==> config.mk <==
export PLATFORM = sky130hd
export DESIGN_NAME = detection_row_decode_core
export DESIGN_NICKNAME = d
export VERILOG_FILES = /design/src/design/drd_pkg.sv /design/src/design/drd_row_acc.sv /design/src/design/drd_scale.sv /design/src/design/drd_finish.sv /design/src/design/detection_row_decode_core.sv
export SDC_FILE = /design/constraint.sdc
export NUM_CORES = 2
export LEC_CHECK = 0
export ABC_AREA = 0
export BUFFER_PORTS_ARGS = -buffer_cell sky130_fd_sc_hd__buf_2
export CORE_MARGIN = 3
export CORE_UTILIZATION = 55
export DETAILED_ROUTE_END_ITERATION = 10
export GPL_TIMING_DRIVEN = 0
export PLACE_DENSITY = 0.78
export SETUP_SLACK_MARGIN = 0.02
export SLEW_MARGIN = 20
export SYNTH_ARGS = -nofsm -noshare
export SYNTH_HDL_FRONTEND = slang
export SYNTH_HIERARCHICAL = 1
export SYNTH_SLANG_ARGS = --single-unit
==> constraint.sdc <==
create_clock -name clk_i -period 16.6 [get_ports clk_i]
set_clock_uncertainty 0.1 [all_clocks]
set_input_delay 2.49 -clock clk_i [delete_from_list [all_inputs] [get_ports clk_i]]
set_output_delay 2.49 -clock clk_i [all_outputs]
set_load 0.03 [all_outputs]
==> src/design/drd_pkg.sv <==
// ----------------------------------------------------------------------------
// drd_pkg: detection row decode shared definitions
// Register indexes, row element positions and the stage payload structs.
// ----------------------------------------------------------------------------
`timescale 1ns / 1ps
`default_nettype none

package drd_pkg;

  // Configuration register indexes
  localparam logic [2:0] RegConfThreshold = 3'd0;
  localparam logic [2:0] RegNumClasses    = 3'd1;
  localparam logic [2:0] RegInvScale      = 3'd2;
  localparam logic [2:0] RegPadX          = 3'd3;
  localparam logic [2:0] RegPadY          = 3'd4;
  localparam logic [2:0] RegFrameWidth    = 3'd5;
  localparam logic [2:0] RegFrameHeight   = 3'd6;

  // Row layout: four box words, objectness, then the class scores
  localparam logic [7:0] ElemCx         = 8'd0;
  localparam logic [7:0] ElemCy         = 8'd1;
  localparam logic [7:0] ElemW          = 8'd2;
  localparam logic [7:0] ElemH          = 8'd3;
  localparam logic [7:0] ElemObj        = 8'd4;
  localparam logic [7:0] ElemFirstClass = 8'd5;

  // Class count limit; also the "no class" marker
  localparam logic [7:0] MaxClasses = 8'd128;

  // Half of one output pixel in Q21 units
  localparam logic [20:0] RoundHalf = 21'h10_0000;

  // Finished row, captured at its last word
  typedef struct packed {
    logic [17:0] cx;
    logic [17:0] cy;
    logic [17:0] bw;
    logic [17:0] bh;
    logic [17:0] obj;
    logic [17:0] best;
    logic [7:0]  cls;
  } drd_row_t;

  // Products of the scaling stage
  typedef struct packed {
    logic [17:0]        obj;
    logic [35:0]        conf_prod;
    logic signed [36:0] left;
    logic signed [36:0] top;
    logic [34:0]        size_w;
    logic [34:0]        size_h;
    logic [7:0]         cls;
  } drd_prod_t;

endpackage

`default_nettype wire

==> src/design/drd_row_acc.sv <==
// ----------------------------------------------------------------------------
// drd_row_acc: row accumulator
// Holds the box words and objectness, tracks the running class argmax and
// captures the finished row into a snapshot register at the row's last word.
// ----------------------------------------------------------------------------
`timescale 1ns / 1ps
`default_nettype none

module drd_row_acc
  import drd_pkg::*;
(
  input  wire logic        clk_i,
  input  wire logic        rst_ni,
  input  wire logic        accept_i,
  input  wire logic        advance_i,
  input  wire logic [17:0] value_i,
  input  wire logic [7:0]  num_classes_i,
  output logic             row_valid_o,
  output drd_row_t         row_o
);

  logic [7:0]  idx_q, idx_d;
  logic [17:0] cx_q, cy_q, bw_q, bh_q, obj_q;
  logic [17:0] best_q, best_d;
  logic [7:0]  cls_q, cls_d;
  logic [7:0]  nc_eff;
  logic        is_last;
  logic        row_valid_q;
  drd_row_t    row_q;

  // Class count clamped to 1..MaxClasses
  always_comb begin
    if (num_classes_i == 8'd0) begin
      nc_eff = 8'd1;
    end else if (num_classes_i > MaxClasses) begin
      nc_eff = MaxClasses;
    end else begin
      nc_eff = num_classes_i;
    end
  end

  assign is_last = {1'b0, idx_q} >= (9'd4 + {1'b0, nc_eff});

  // Running strictly-greater argmax
  always_comb begin
    best_d = best_q;
    cls_d  = cls_q;
    if (idx_q >= ElemFirstClass && value_i > best_q) begin
      best_d = value_i;
      cls_d  = idx_q - ElemFirstClass;
    end
  end

  assign idx_d = is_last ? 8'd0 : idx_q + 8'd1;

  // Row state
  always_ff @(posedge clk_i or negedge rst_ni) begin
    if (!rst_ni) begin
      idx_q  <= 8'd0;
      best_q <= 18'd0;
      cls_q  <= MaxClasses;
      cx_q   <= 18'd0;
      cy_q   <= 18'd0;
      bw_q   <= 18'd0;
      bh_q   <= 18'd0;
      obj_q  <= 18'd0;
    end else if (accept_i) begin
      idx_q <= idx_d;
      case (idx_q)
        ElemCx:  cx_q  <= value_i;
        ElemCy:  cy_q  <= value_i;
        ElemW:   bw_q  <= value_i;
        ElemH:   bh_q  <= value_i;
        ElemObj: obj_q <= value_i;
        default: ;
      endcase
      if (is_last) begin
        best_q <= 18'd0;
        cls_q  <= MaxClasses;
      end else begin
        best_q <= best_d;
        cls_q  <= cls_d;
      end
    end
  end

  // Snapshot valid
  always_ff @(posedge clk_i or negedge rst_ni) begin
    if (!rst_ni) begin
      row_valid_q <= 1'b0;
    end else if (advance_i) begin
      row_valid_q <= accept_i && is_last;
    end
  end

  // Snapshot payload; the last word is never a box word
  always_ff @(posedge clk_i) begin
    if (accept_i && is_last) begin
      row_q.cx   <= cx_q;
      row_q.cy   <= cy_q;
      row_q.bw   <= bw_q;
      row_q.bh   <= bh_q;
      row_q.obj  <= obj_q;
      row_q.best <= best_d;
      row_q.cls  <= cls_d;
    end
  end

  assign row_valid_o = row_valid_q;
  assign row_o       = row_q;

  // Element index never runs past the end of the longest row
  a_idx_bound: assert property (@(posedge clk_i) disable iff (!rst_ni)
    {1'b0, idx_q} <= (9'd4 + {1'b0, MaxClasses}))
    else $error("element index past row end");

endmodule

`default_nettype wire

==> src/design/drd_scale.sv <==
// ----------------------------------------------------------------------------
// drd_scale: confidence and letterbox products
// Forms objectness*score and the box edges and sizes times the reciprocal
// scale, all exact, into one register stage.
// ----------------------------------------------------------------------------
`timescale 1ns / 1ps
`default_nettype none

module drd_scale
  import drd_pkg::*;
(
  input  wire logic        clk_i,
  input  wire logic        rst_ni,
  input  wire logic        advance_i,
  input  wire logic        row_valid_i,
  input  drd_row_t         row_i,
  input  wire logic [15:0] inv_scale_i,
  input  wire logic [9:0]  pad_x_i,
  input  wire logic [9:0]  pad_y_i,
  output logic             prod_valid_o,
  output drd_prod_t        prod_o
);

  logic signed [20:0] left_diff, top_diff;
  logic signed [16:0] inv_s;
  drd_prod_t          prod_d, prod_q;
  logic               prod_valid_q;

  // Edges in half model pixels: 2*center - size - 2*pad (Q10.9)
  assign left_diff = $signed({2'b00, row_i.cx, 1'b0}) - $signed({3'b000, row_i.bw})
                   - $signed({2'b00, pad_x_i, 9'd0});
  assign top_diff  = $signed({2'b00, row_i.cy, 1'b0}) - $signed({3'b000, row_i.bh})
                   - $signed({2'b00, pad_y_i, 9'd0});
  assign inv_s     = $signed({1'b0, inv_scale_i});

  always_comb begin
    prod_d.obj       = row_i.obj;
    prod_d.conf_prod = row_i.obj * row_i.best;
    prod_d.left      = left_diff * inv_s;
    prod_d.top       = top_diff * inv_s;
    prod_d.size_w    = {row_i.bw, 1'b0} * inv_scale_i;
    prod_d.size_h    = {row_i.bh, 1'b0} * inv_scale_i;
    prod_d.cls       = row_i.cls;
  end

  always_ff @(posedge clk_i or negedge rst_ni) begin
    if (!rst_ni) begin
      prod_valid_q <= 1'b0;
    end else if (advance_i) begin
      prod_valid_q <= row_valid_i;
    end
  end

  always_ff @(posedge clk_i) begin
    if (advance_i && row_valid_i) begin
      prod_q <= prod_d;
    end
  end

  assign prod_valid_o = prod_valid_q;
  assign prod_o       = prod_q;

endmodule

`default_nettype wire

==> src/design/drd_finish.sv <==
// ----------------------------------------------------------------------------
// drd_finish: rounding, clamping, thresholds and result register
// Rounds the scaled box to pixels, clamps it to the frame, applies both
// confidence thresholds and holds the result word for the receiver.
// ----------------------------------------------------------------------------
`timescale 1ns / 1ps
`default_nettype none

module drd_finish
  import drd_pkg::*;
(
  input  wire logic        clk_i,
  input  wire logic        rst_ni,
  input  wire logic        advance_i,
  input  wire logic        prod_valid_i,
  input  drd_prod_t        prod_i,
  input  wire logic [8:0]  conf_threshold_i,
  input  wire logic [11:0] frame_width_i,
  input  wire logic [11:0] frame_height_i,
  output logic             out_valid_o,
  output logic             kept_o,
  output logic [7:0]       class_id_o,
  output logic [8:0]       confidence_o,
  output logic [11:0]      box_x_o,
  output logic [11:0]      box_y_o,
  output logic [11:0]      box_w_o,
  output logic [11:0]      box_h_o
);

  logic [36:0]        left_sum, top_sum;
  logic [35:0]        w_sum, h_sum;
  logic [15:0]        x_px, y_px;
  logic [14:0]        w_px, h_px;
  logic signed [17:0] lim_w, lim_h;
  logic [14:0]        w_clip, h_clip;
  logic [8:0]         conf;
  logic               thr_ok, size_ok, kept;

  logic               out_valid_q;
  logic               kept_q;
  logic [7:0]         cls_q;
  logic [8:0]         conf_q;
  logic [11:0]        x_q, y_q, w_q, h_q;

  // Round half away from zero; negative edges clamp to zero anyway
  assign left_sum = {1'b0, prod_i.left[35:0]} + {16'd0, RoundHalf};
  assign top_sum  = {1'b0, prod_i.top[35:0]} + {16'd0, RoundHalf};
  assign w_sum    = {1'b0, prod_i.size_w} + {15'd0, RoundHalf};
  assign h_sum    = {1'b0, prod_i.size_h} + {15'd0, RoundHalf};

  assign x_px = prod_i.left[36] ? 16'd0 : left_sum[36:21];
  assign y_px = prod_i.top[36] ? 16'd0 : top_sum[36:21];
  assign w_px = w_sum[35:21];
  assign h_px = h_sum[35:21];

  // Room left in the frame past the left/top edge
  assign lim_w = $signed({6'd0, frame_width_i}) - $signed({2'b00, x_px});
  assign lim_h = $signed({6'd0, frame_height_i}) - $signed({2'b00, y_px});

  assign w_clip = ($signed({3'b000, w_px}) < lim_w) ? w_px : lim_w[14:0];
  assign h_clip = ($signed({3'b000, h_px}) < lim_h) ? h_px : lim_h[14:0];

  assign size_ok = (w_px != 15'd0) && (lim_w > 18'sd0)
                && (h_px != 15'd0) && (lim_h > 18'sd0);

  // Confidence, saturated to 1.0
  assign conf = (prod_i.conf_prod[35:8] > 28'd256) ? 9'd256 : prod_i.conf_prod[16:8];

  assign thr_ok = (prod_i.obj >= {9'd0, conf_threshold_i})
               && (prod_i.conf_prod >= {19'd0, conf_threshold_i, 8'd0});

  assign kept = thr_ok && size_ok;

  always_ff @(posedge clk_i or negedge rst_ni) begin
    if (!rst_ni) begin
      out_valid_q <= 1'b0;
    end else if (advance_i) begin
      out_valid_q <= prod_valid_i;
    end
  end

  // Result word
  always_ff @(posedge clk_i) begin
    if (advance_i && prod_valid_i) begin
      kept_q <= kept;
      cls_q  <= prod_i.cls;
      conf_q <= conf;
      x_q    <= kept ? x_px[11:0] : 12'd0;
      y_q    <= kept ? y_px[11:0] : 12'd0;
      w_q    <= kept ? w_clip[11:0] : 12'd0;
      h_q    <= kept ? h_clip[11:0] : 12'd0;
    end
  end

  assign out_valid_o  = out_valid_q;
  assign kept_o       = kept_q;
  assign class_id_o   = cls_q;
  assign confidence_o = conf_q;
  assign box_x_o      = x_q;
  assign box_y_o      = y_q;
  assign box_w_o      = w_q;
  assign box_h_o      = h_q;

  // A kept detection always has a nonzero size
  a_kept_size: assert property (@(posedge clk_i) disable iff (!rst_ni)
    out_valid_q && kept_q |-> (w_q != 12'd0) && (h_q != 12'd0))
    else $error("kept detection with empty box");

  // A dropped detection carries an all-zero box
  a_drop_zero: assert property (@(posedge clk_i) disable iff (!rst_ni)
    out_valid_q && !kept_q |-> (x_q == 12'd0) && (y_q == 12'd0)
                            && (w_q == 12'd0) && (h_q == 12'd0))
    else $error("dropped detection with nonzero box");

endmodule

`default_nettype wire

==> src/design/detection_row_decode_core.sv <==
// ----------------------------------------------------------------------------
// detection_row_decode_core: detector output row decoder
// Streams one prediction row in, word by word, and returns one decoded,
// thresholded and frame-clamped detection word per row.
// ----------------------------------------------------------------------------
// Usage:
//   Input channel (in_valid_i/in_ready_o/value_i) takes one Q10.8 word per
//   cycle: center x, center y, width, height, objectness, then num_classes
//   class scores; a row is 5 + num_classes words (count clamped to 1..128).
//   Output channel (out_valid_o/out_ready_i) gives one result word per row.
//   Configuration writes (cfg_we_i/cfg_addr_i/cfg_wdata_i) take effect at
//   once and belong between rows while the pipeline is empty.
//   Result path: once the row's last word is accepted, the result passes the
//   snapshot register, product register and result register in that order.
//   Throughput: one input word per cycle, sustained; rows end at most every
//   six words and the three-stage pipeline drains one row per cycle.
//   When the receiver stalls, the result is held and the stages behind it
//   keep filling; in_ready_o drops only while all three stages are full.
//   Reset: empty pipeline, row index at the first word, registers at their
//   defaults (threshold 64, 5 classes, unit scale, no pad, 640x480 frame).
// ----------------------------------------------------------------------------
`timescale 1ns / 1ps
`default_nettype none

module detection_row_decode_core
  import drd_pkg::*;
(
  input  wire logic        clk_i,
  input  wire logic        rst_ni,
  // configuration
  input  wire logic        cfg_we_i,
  input  wire logic [2:0]  cfg_addr_i,
  input  wire logic [15:0] cfg_wdata_i,
  // input words
  input  wire logic        in_valid_i,
  output logic             in_ready_o,
  input  wire logic [17:0] value_i,
  // result words
  output logic             out_valid_o,
  input  wire logic        out_ready_i,
  output logic             kept_o,
  output logic [7:0]       class_id_o,
  output logic [8:0]       confidence_o,
  output logic [11:0]      box_x_o,
  output logic [11:0]      box_y_o,
  output logic [11:0]      box_w_o,
  output logic [11:0]      box_h_o
);

  logic [8:0]  conf_threshold_q;
  logic [7:0]  num_classes_q;
  logic [15:0] inv_scale_q;
  logic [9:0]  pad_x_q, pad_y_q;
  logic [11:0] frame_width_q, frame_height_q;

  logic        accept;
  logic        row_valid, prod_valid;
  logic        adv_row, adv_prod, adv_out;
  drd_row_t    row;
  drd_prod_t   prod;

  // Configuration registers
  always_ff @(posedge clk_i or negedge rst_ni) begin
    if (!rst_ni) begin
      conf_threshold_q <= 9'd64;
      num_classes_q    <= 8'd5;
      inv_scale_q      <= 16'd4096;
      pad_x_q          <= 10'd0;
      pad_y_q          <= 10'd0;
      frame_width_q    <= 12'd640;
      frame_height_q   <= 12'd480;
    end else if (cfg_we_i) begin
      case (cfg_addr_i)
        RegConfThreshold: conf_threshold_q <= cfg_wdata_i[8:0];
        RegNumClasses:    num_classes_q    <= cfg_wdata_i[7:0];
        RegInvScale:      inv_scale_q      <= cfg_wdata_i;
        RegPadX:          pad_x_q          <= cfg_wdata_i[9:0];
        RegPadY:          pad_y_q          <= cfg_wdata_i[9:0];
        RegFrameWidth:    frame_width_q    <= cfg_wdata_i[11:0];
        RegFrameHeight:   frame_height_q   <= cfg_wdata_i[11:0];
        default: ;
      endcase
    end
  end

  // Stage advance chain: a stage moves when the one ahead of it frees up
  assign adv_out    = !out_valid_o || out_ready_i;
  assign adv_prod   = !prod_valid || adv_out;
  assign adv_row    = !row_valid || adv_prod;
  assign in_ready_o = adv_row;
  assign accept     = in_valid_i && in_ready_o;

  drd_row_acc u_row_acc (
    .clk_i         (clk_i),
    .rst_ni        (rst_ni),
    .accept_i      (accept),
    .advance_i     (adv_row),
    .value_i       (value_i),
    .num_classes_i (num_classes_q),
    .row_valid_o   (row_valid),
    .row_o         (row)
  );

  drd_scale u_scale (
    .clk_i        (clk_i),
    .rst_ni       (rst_ni),
    .advance_i    (adv_prod),
    .row_valid_i  (row_valid),
    .row_i        (row),
    .inv_scale_i  (inv_scale_q),
    .pad_x_i      (pad_x_q),
    .pad_y_i      (pad_y_q),
    .prod_valid_o (prod_valid),
    .prod_o       (prod)
  );

  drd_finish u_finish (
    .clk_i            (clk_i),
    .rst_ni           (rst_ni),
    .advance_i        (adv_out),
    .prod_valid_i     (prod_valid),
    .prod_i           (prod),
    .conf_threshold_i (conf_threshold_q),
    .frame_width_i    (frame_width_q),
    .frame_height_i   (frame_height_q),
    .out_valid_o      (out_valid_o),
    .kept_o           (kept_o),
    .class_id_o       (class_id_o),
    .confidence_o     (confidence_o),
    .box_x_o          (box_x_o),
    .box_y_o          (box_y_o),
    .box_w_o          (box_w_o),
    .box_h_o          (box_h_o)
  );

  // Input stalls only with every stage full and the result not taken
  a_stall_full: assert property (@(posedge clk_i) disable iff (!rst_ni)
    !in_ready_o |-> out_valid_o && prod_valid && row_valid && !out_ready_i)
    else $error("input stalled with room in the pipeline");

  // A held result with a full pipeline stays valid and is not lost
  a_stall_hold: assert property (@(posedge clk_i) disable iff (!rst_ni)
    out_valid_o && !out_ready_i && prod_valid && row_valid |=> out_valid_o)
    else $error("result lost while stalled");

endmodule

`default_nettype wire
==> summary.md <==
| Metric | Value |
|---|---|
| CP max stage cell | `a21boi_0` |
| FF-to-FF setup slack | `2710 ps` |
| Max stage delay on crit path | `840 ps` |
| Worst EP arrival | `14090 ps` |
| Commonest non-fill, non-tap cell in the layout | `inv_1` |
| CP max FO | `10` |
| Final nets | `10200` |
| RSZ-0062 raised after global routing | `false` |
| First-pass GRT wire length | `376 mm` |
| RR Endpoint | `u_scale/prod_o[143]` |
| First-pass iteration count of the detailed router | `6` |
| CTS buffer count | `55` |
| Post-Synthesis Cells | `8002` |
| Cts hold-fix bufs | `0` |
| Final Max Slew Viols | `0` |
| Rows | `137` |
| Startpoint Class | `register` |
| Clk pin slew, worst setup/hold paths | `60 ps` |
| Vias per cell | `5.83` |
| GRT Overall Usage | `34.4%` |
| Setup Crit Path Kind | `register to register` |
| CTS tree | `done` |
| IO Count | `110` |
| Post-Route WL | `247 mm` |
| Req. time, crit path | `16800 ps` |
| Most numerous cell on the critical path | `fa_1` |
| Worst skew pair latency | `670 ps` |
| Die area | `147000 um2` |
| Synthesized Nets | `10100` |
| Commonest non-fill, non-tap cells in the layout | `1716 x inv_1, 1354 x fa_1, 1060 x nand2_1, 668 x ha_1, 560 x and2_1` |
| Largest net degree at the start of global routing | `84` |
| Initial Util | `55.7%` |
| Fmax achieved | `0.0720 GHz` |
| Core Footprint | `140000 um2` |
| FF-to-FF Start | `u_row_acc/row_o[63]` |
| Grt ovf | `0` |
| Die X | `383 um` |
| CTS root buf | `clkbuf_16` |
| Hold Path Origin | `u_row_acc/row_o[4]` |
| RD Place Congestion | `1.07` |
| Vias in the first global route | `61900` |
| Buf/Inv on CP | `7` |
| Layout area overhead | `6.64%` |
| Outcome | `complete, no violations` |
| Sink Count | `512` |
| Crit. Startpoint | `u_row_acc/row_o[63]` |
| Synthesized area per cell | `9.78 um2` |
| Delay-heaviest family, CP | `compound AO/OA/AOI/OAI gates` |
| Final hold violations | `0` |
| Syn Std Cell Area | `78200 um2` |
| Max Cap Violations | `0` |
| CTS H-tree lvls | `2` |
| # Post-CTS Setup Buffers | `0` |
| Slew Limit Headroom | `10.2%` |
| Critical Path Sink Type | `register` |
| Period utilisation layout | `83.7%` |
| Final setup viols | `0` |
| Worst-Margin Slew | `1340 ps` |
| Post-Layout Cell Count | `10100` |
| Hold Path End | `u_scale/prod_o[4]` |
| Cell count of the worst hold path | `0` |
| Port-buffer cells | `109` |
| ANT nets after route | `0` |
| DR vias | `59000` |
| Post-detail-place hpwl | `198 mm` |
| Drt initial violations | `5966` |
| R2r worst-path depth | `37` |
| Initial antenna violation count | `34` |
| Setup_tns | `0 ps` |
| Post-CTS sizing | `0` |
| Tmin final | `13890 ps` |
| Drt wl/cell | `24.4 um` |
| FILL cells | `11900` |
| Placed cell count | `9997` |
| Instance count on the critical path | `37` |
| Clock buffer depth | `3` |
| Die Span Y | `383 um` |
| Worst Hold Class | `register to register` |
| Layout cells sized above 1 | `6.70%` |
| Remaining DRCs | `0` |
| Ys Warns | `6` |
## sequential cells by signal (all words and copies together), names as in the netlist, 8 cells and up
register and count:
u_row_acc/cy_q 18, pad_x_q 10, conf_threshold_q 9, pad_y_q 10, u_finish/box_y_o 12, u_finish/box_w_o 12
u_finish/confidence_o 9, u_finish/class_id_o 8, u_row_acc/row_o 116, u_row_acc/bw_q 18, u_row_acc/cls_q 8, u_finish/box_h_o 12
u_scale/prod_o 126, u_row_acc/bh_q 18, u_row_acc/cx_q 18, u_row_acc/best_q 18, u_row_acc/obj_q 18, num_classes_q 8
u_finish/box_x_o 12, inv_scale_q 16, frame_height_q 12, frame_width_q 12, u_row_acc/idx_q 8
## worst reg2reg max path, delay by kind of cell, from the launching register on
kind	cells	cell delay, ps
fa+ha+maj	9	4240
compound gates	18	6170
buf+inv	7	1700
xor+xnor	1	170
simple gates	2	500
flops	1	680
## final cells by class
cell class                 count  area [um2]  share of cell area [%]
antenna                       23        57.6                  0.0690
tap                         1876        2350                    2.81
clock inverter                31         349                   0.418
buffer                       329        1400                    1.68
multi-input combinational   5443       56100                    67.3
sequential                   512       14400                    17.2
inverter                    1718        6450                    7.73
clock buffer                  68        1540                    1.84
timing repair buffer         121         797                   0.955
## worst max path at each step
stage                                to  slack [ps]
floorplan           u_scale/prod_o[151]        6620
global placement    u_scale/prod_o[151]        3060
detailed placement  u_scale/prod_o[151]        3220
CTS                 u_scale/prod_o[151]        3130
global route        u_scale/prod_o[150]        2230
finish              u_scale/prod_o[143]        2710
## per-layer routing
metal  GRT usage (%)  vias to the layer above  part of all wire [%]
met5               0                        -                 0.048
met4            18.2                       18                   6.5
met3            8.67                      790                    11
met2            53.6                     3233                    45
li1                -                    25100                     -
met1            44.5                    29900                    37
## metrics by stage
stage          setup slack [ps]  utilization [%]  hold WS (ps)  cell area [um2]
6_report                   2710             59.4           322            83400
5_1_grt                    2230             59.4           336            83400
4_1_cts                    3130             59.4           323            83300
3_5_place_dp               3220             58.0           306            81400
3_3_place_gp               3060             57.8           306            81100
2_1_floorplan              6620                -           300            78200
Power is not shown: default switching activity piles up to over one toggle a cycle in this logic, so the estimate is an artifact.
